`src/rtl/glos_pkg.sv`:
```
// Shared types and constants for the grid line-of-sight block.
`default_nettype none

package glos_pkg;

	localparam int COORD_W   = 6;
	localparam int TILE_W    = 2;
	localparam int WIDTH_W   = 7;
	localparam int LIN_W     = 13;
	localparam int CFG_IDX_W = 2;
	localparam int CFG_DAT_W = 7;

	localparam logic [CFG_IDX_W-1:0] REG_MAP_WIDTH = 2'd0;
	localparam logic [CFG_IDX_W-1:0] REG_FLOOR     = 2'd1;
	localparam logic [CFG_IDX_W-1:0] REG_OPEN_DOOR = 2'd2;

	localparam logic [WIDTH_W-1:0] MAP_WIDTH_RST = 7'd64;
	localparam logic [TILE_W-1:0]  FLOOR_RST     = 2'd0;
	localparam logic [TILE_W-1:0]  OPEN_DOOR_RST = 2'd3;

	localparam logic CMD_WRITE = 1'b0;
	localparam logic CMD_QUERY = 1'b1;

	typedef struct packed {
		logic load;
		logic wr_tile;
		logic setup;
		logic step;
	} glos_cmd_t;

	typedef struct packed {
		logic steps_zero;
	} glos_sts_t;

endpackage

`default_nettype wire

```
`src/rtl/glos_ctrl.sv`:
```
// Controller state machine that sequences one line-of-sight query.
`default_nettype none

module glos_ctrl
	import glos_pkg::*;
(
	input  wire logic      clk,
	input  wire logic      arst_n,
	input  wire logic      start,
	input  wire logic      command,
	input  glos_sts_t      sts,
	output glos_cmd_t      cmd,
	output logic           busy,
	output logic           done
);

	localparam logic [2:0] ST_IDLE  = 3'd0;
	localparam logic [2:0] ST_SETUP = 3'd1;
	localparam logic [2:0] ST_WALK  = 3'd2;
	localparam logic [2:0] ST_DRAIN = 3'd3;
	localparam logic [2:0] ST_DONE  = 3'd4;

	logic [2:0] state_q;
	logic [2:0] state_d;
	logic       accept;

	assign busy   = (state_q != ST_IDLE);
	assign done   = (state_q == ST_DONE);
	assign accept = start && !busy;

	assign cmd.load    = accept && (command == CMD_QUERY);
	assign cmd.wr_tile = accept && (command == CMD_WRITE);
	assign cmd.setup   = (state_q == ST_SETUP);
	assign cmd.step    = (state_q == ST_WALK) && !sts.steps_zero;

	always_comb begin
		state_d = state_q;
		unique case (state_q)
			ST_IDLE: begin
				if (cmd.load) state_d = ST_SETUP;
			end
			ST_SETUP: state_d = ST_WALK;
			ST_WALK: begin
				if (sts.steps_zero) state_d = ST_DRAIN;
			end
			ST_DRAIN: state_d = ST_DONE;
			ST_DONE:  state_d = ST_IDLE;
			default:  state_d = ST_IDLE;
		endcase
	end

	always_ff @(posedge clk or negedge arst_n) begin
		if (!arst_n) begin
			state_q <= ST_IDLE;
		end else begin
			state_q <= state_d;
		end
	end

`ifndef SYNTHESIS
	a_done_single: assert property (@(posedge clk) disable iff (!arst_n)
		done |=> !done)
		else $error("result strobe held for more than one cycle");
	a_done_busy: assert property (@(posedge clk) disable iff (!arst_n)
		done |-> busy)
		else $error("result strobe while the block is idle");
	a_query_busy: assert property (@(posedge clk) disable iff (!arst_n)
		(start && !busy && command == CMD_QUERY) |=> busy)
		else $error("accepted query did not make the block busy");
	a_write_free: assert property (@(posedge clk) disable iff (!arst_n)
		(start && !busy && command == CMD_WRITE) |=> !busy)
		else $error("tile write left the block busy");
`endif

endmodule

`default_nettype wire

```
`config.mk`:
```
export PLATFORM = sky130hd
export DESIGN_NAME = glos_ctrl
export DESIGN_NICKNAME = d
export VERILOG_FILES = /design/src/rtl/glos_pkg.sv /design/src/rtl/glos_ctrl.sv
export SDC_FILE = /design/constraint.sdc
export NUM_CORES = 1
export LEC_CHECK = 0
export ABC_CLOCK_PERIOD_IN_PS = 1100
export BUFFER_PORTS_ARGS = -buffer_cell sky130_fd_sc_hd__buf_4
export CAP_MARGIN = 10
export CORE_AREA = 2 2 39 41
export DETAILED_ROUTE_END_ITERATION = 6
export DIE_AREA = 0 0 41 43
export PLACE_DENSITY = 0.36
export RECOVER_POWER = 100
export SETUP_SLACK_MARGIN = 0.05
export SKIP_CTS_REPAIR_TIMING = 1
export SYNTH_ARGS = -nofsm -noshare
export SYNTH_HDL_FRONTEND = slang
export SYNTH_SLANG_ARGS = --single-unit
```
`constraint.sdc`:
```
create_clock -name clk -period 1.1 [get_ports clk]
set_input_delay 0.22 -clock clk [delete_from_list [all_inputs] [get_ports clk]]
set_output_delay 0.22 -clock clk [all_outputs]
set_load 0.01 [all_outputs]
```
==> run_summary.xml <==
<?xml version="1.0" encoding="UTF-8"?>
<metrics>
  <group name="synthesis">
    <metric name="synthDistinctLibCells" unit="">14</metric>
    <metric name="ys_seq_area_share" unit="%">39.5</metric>
    <metric name="syn_nets" unit="">22</metric>
    <metric name="syn_area" unit="sq um">190</metric>
    <metric name="post_synth_inst_count" unit="">17</metric>
    <metric name="synth.yosys.warnings" unit="">0</metric>
    <metric name="ys_ff_latch" unit="">3</metric>
    <metric name="syn_avg_cell_area" unit="sq um">11.2</metric>
  </group>
  <group name="power">
    <metric name="leakage_component_of_the_power" unit="nW">0.167</metric>
    <metric name="p_per_area" unit="nW/um^2">2690</metric>
    <metric name="totalPowerFinal" unit="mW">1.00</metric>
    <metric name="ir_worst_vdd" unit="V">0.000827</metric>
  </group>
  <group name="place">
    <metric name="place.detailed.hpwl" unit="um">380</metric>
    <metric name="gp_routability_congestion" unit="">0.739</metric>
    <metric name="placed_cells" unit="">46</metric>
    <metric name="io_buffer_count" unit="">10</metric>
    <metric name="area_after_dpl" unit="sq um">329</metric>
  </group>
  <group name="worst_setup_path">
    <metric name="largest_fanout_on_the_critical_path" unit="">3</metric>
    <metric name="cp_data_arrival_time" unit="ps">1210</metric>
    <metric name="timing.critical_path.to_type" unit="">output pin</metric>
    <metric name="kind_of_launch_point_of_the_worst_setup_path" unit="">flip-flop</metric>
    <metric name="destination_of_the_worst_register_to_register_timing_path" unit="">state_q[0]</metric>
    <metric name="critical_path_class" unit="">reg2out</metric>
    <metric name="r2r.worst_path.cells" unit="">3</metric>
    <metric name="crit_path_start" unit="">state_q[0]</metric>
    <metric name="worstReg2RegStart" unit="">state_q[1]</metric>
    <metric name="ff2ff_setup_slack" unit="ps">10</metric>
    <metric name="data_required_time_at_the_worst_endpoint" unit="ps">880</metric>
  </group>
  <group name="floorplan">
    <metric name="placeableCoreArea" unit="sq um">1380</metric>
    <metric name="floorplan.die.height" unit="um">43</metric>
    <metric name="die_width" unit="um">41</metric>
    <metric name="start_util" unit="%">13.7</metric>
    <metric name="fp.dieArea" unit="sq um">1760</metric>
    <metric name="fp-row-count" unit="">14</metric>
    <metric name="num_io_pins" unit="">11</metric>
  </group>
  <group name="run_status">
    <metric name="violations" unit="">negative setup slack</metric>
    <metric name="result_of_the_run" unit="">finished with violations</metric>
  </group>
  <group name="cells_and_area">
    <metric name="flow.area_growth_from_synthesis" unit="%">96.1</metric>
    <metric name="finish.net_count" unit="">41</metric>
    <metric name="drive_above_1_share" unit="%">77.1</metric>
    <metric name="largest_register" unit="">state_q</metric>
    <metric name="fin_cells" unit="">51</metric>
    <metric name="ff_latch_area" unit="sq um">77.6</metric>
    <metric name="largest_registers" unit="">state_q (3)</metric>
    <metric name="number_of_flip_flops_in_the_largest_register" unit="">3</metric>
    <metric name="num_antenna_cells" unit="">0</metric>
    <metric name="multi_input_area" unit="sq um">133</metric>
    <metric name="finalInstanceArea" unit="sq um">373</metric>
    <metric name="layout.core_utilization" unit="%">26.9</metric>
    <metric name="n_fill_cell" unit="">153</metric>
  </group>
  <group name="route">
    <metric name="finalWirelength" unit="um">501</metric>
    <metric name="post-route-drc-count" unit="">0</metric>
    <metric name="drt_first_pass_iters" unit="">2</metric>
    <metric name="ant_nets_after_route" unit="">0</metric>
    <metric name="viasPerCell" unit="">3.73</metric>
    <metric name="route.detailed.wl_per_inst" unit="um">9.82</metric>
    <metric name="detailroute.via_count" unit="">190</metric>
    <metric name="drt_first_iter_violations" unit="">2</metric>
  </group>
  <group name="sta">
    <metric name="worst_clock_skew" unit="ps">3.25</metric>
    <metric name="timing_max_transition_violations_final" unit="">0</metric>
    <metric name="max_freq" unit="GHz">0.697</metric>
    <metric name="tns" unit="ps">-1470</metric>
    <metric name="max_slew_margin" unit="%">86.6</metric>
    <metric name="min_cycle_time_layout" unit="ps">1430</metric>
    <metric name="finalHoldViolCount" unit="">0</metric>
    <metric name="tightestPinTransition" unit="ps">201</metric>
    <metric name="minimum_setup_slack_in_the_final_design" unit="ps">-334</metric>
    <metric name="setup_viol" unit="">6</metric>
    <metric name="rsz0062_at_grt" unit="">yes</metric>
    <metric name="fin_crit_sh" unit="%">130</metric>
  </group>
  <group name="grt">
    <metric name="globalRouteMet3Util" unit="%">3.14</metric>
    <metric name="antenna_violations_before_repair" unit="">0</metric>
    <metric name="gr-total-overflow" unit="">0</metric>
    <metric name="groute.usage.overall" unit="%">7.85</metric>
    <metric name="grt_pass1_vias" unit="">196</metric>
    <metric name="grt_pass1_wl" unit="um">779</metric>
    <metric name="gr-usage-met1" unit="%">7.14</metric>
    <metric name="grt_max_degree" unit="">6</metric>
    <metric name="grt_busiest_layer" unit="">met4</metric>
    <metric name="met2_usage" unit="%">10.0</metric>
  </group>
  <group name="worst_hold_path">
    <metric name="hold_path_startpoint" unit="">sts</metric>
    <metric name="hold_end" unit="">state_q[0]</metric>
    <metric name="min_delay_path_depth" unit="">3</metric>
    <metric name="class_of_the_tightest_hold_or_removal_check" unit="">in2reg</metric>
  </group>
  <group name="clock_tree">
    <metric name="clk_root_buffer_cell" unit="">clkbuf_4</metric>
    <metric name="h-tree-depth" unit="">1</metric>
    <metric name="clk_transition_reported_paths" unit="ps">30</metric>
    <metric name="cts_made_buffers" unit="">3</metric>
    <metric name="cts_sink_cnt" unit="">3</metric>
    <metric name="clock_latency" unit="ps">230</metric>
    <metric name="clock_path_buffers" unit="">2</metric>
    <metric name="tritoncts" unit="">done</metric>
  </group>
  <group name="run">
    <metric name="drv.max_cap_violation_count" unit="">0</metric>
  </group>
</metrics>
## cells in the final DEF, fill, tap and decap left out
cell           synthesis  routed
nor3_4                 0       1
dlygate4sd3_1          0       1
clkbuf_1               0       2
nor2_1                 1       1
dfrtp_1                3       1
nor3b_4                0       1
clkbuf_2               0       1
xnor2_1                1       1
and3_4                 0       1
buf_4                  0      11
buf_6                  1       1
a211oi_2               1       1
nand3b_1               1       1
inv_2                  1       1
nor3b_2                1       2
nand2_1                1       1
and3b_2                1       1
clkbuf_4               0       3
nor4b_2                0       1
dfrtp_2                0       2
## cell families (layout without fill, tap and decap cells)
kind of cell / after synthesis / after routing / share of synthesized area (%)
AOI/OAI and AO/OA: 1 / 1 / 6.58
xor gates and xnor gates: 1 / 1 / 4.61
buffers and inverters: 2 / 20 / 7.89
DFF: 3 / 3 / 39.5
and+or+nand+nor: 10 / 10 / 41.4
## worst max-delay path by stage
stage	to	slack, ps	cells after the start
final	cmd[2]	-330	4
after floorplan	cmd[2]	-50	3
after global routing	cmd[2]	-400	4
after global placement	cmd[2]	-110	4
after CTS	cmd[2]	-370	4
after detailed placement	cmd[2]	-120	4
## stage by stage
step | hold WS [ps] | worst slack (ps)
2_1_floorplan | -75.6 | -46.2
3_3_place_gp | 7.80 | -108
3_5_place_dp | 9.77 | -115
4_1_cts | -248 | -371
5_1_grt | 291 | -397
6_report | 284 | -334
## report_power, final
group | switching, mW | internal [mW] | leakage (nW)
combinational | 0.251 | 0.325 | 0.116
clock | 0.0595 | 0.136 | 0.0150
sequential | 0.0662 | 0.165 | 0.0358
total | 0.377 | 0.627 | 0.167
## per-layer routing
metal,vias to the layer above,part of all wire [%]
met5,-,0
met4,0,0
met3,0,4.4
met2,7,58
met1,87,38
li1,96,-
## layout make-up
class	instances	area share, %
tap	16	5.37
timing repair buffer	15	30.2
clock buffer	4	7.05
sequential	3	20.8
multi-input combinational	12	35.6
inverter	1	1.01
## Yosys cell counts, drive strengths merged
library cell  count  area share [%]
and3b             1             5.3
inv               1             2.0
xnor2             1             4.6
nor4b             1             4.6
nor3              1             5.3
nor2              1             2.0
nand2             1             2.0
nand3b            1             3.9
and3              1             3.9
nor3b             3              14
a211oi            1             6.6
buf               1             5.9
dfrtp             3              39
## critical path, stage by stage (launching register included)
cell     delay (ps)
dfrtp_2         430
nor3_4          190
inv_2            70
nor3b_4         150
buf_4           140
Note: power is estimated with default switching activity, not from simulation.
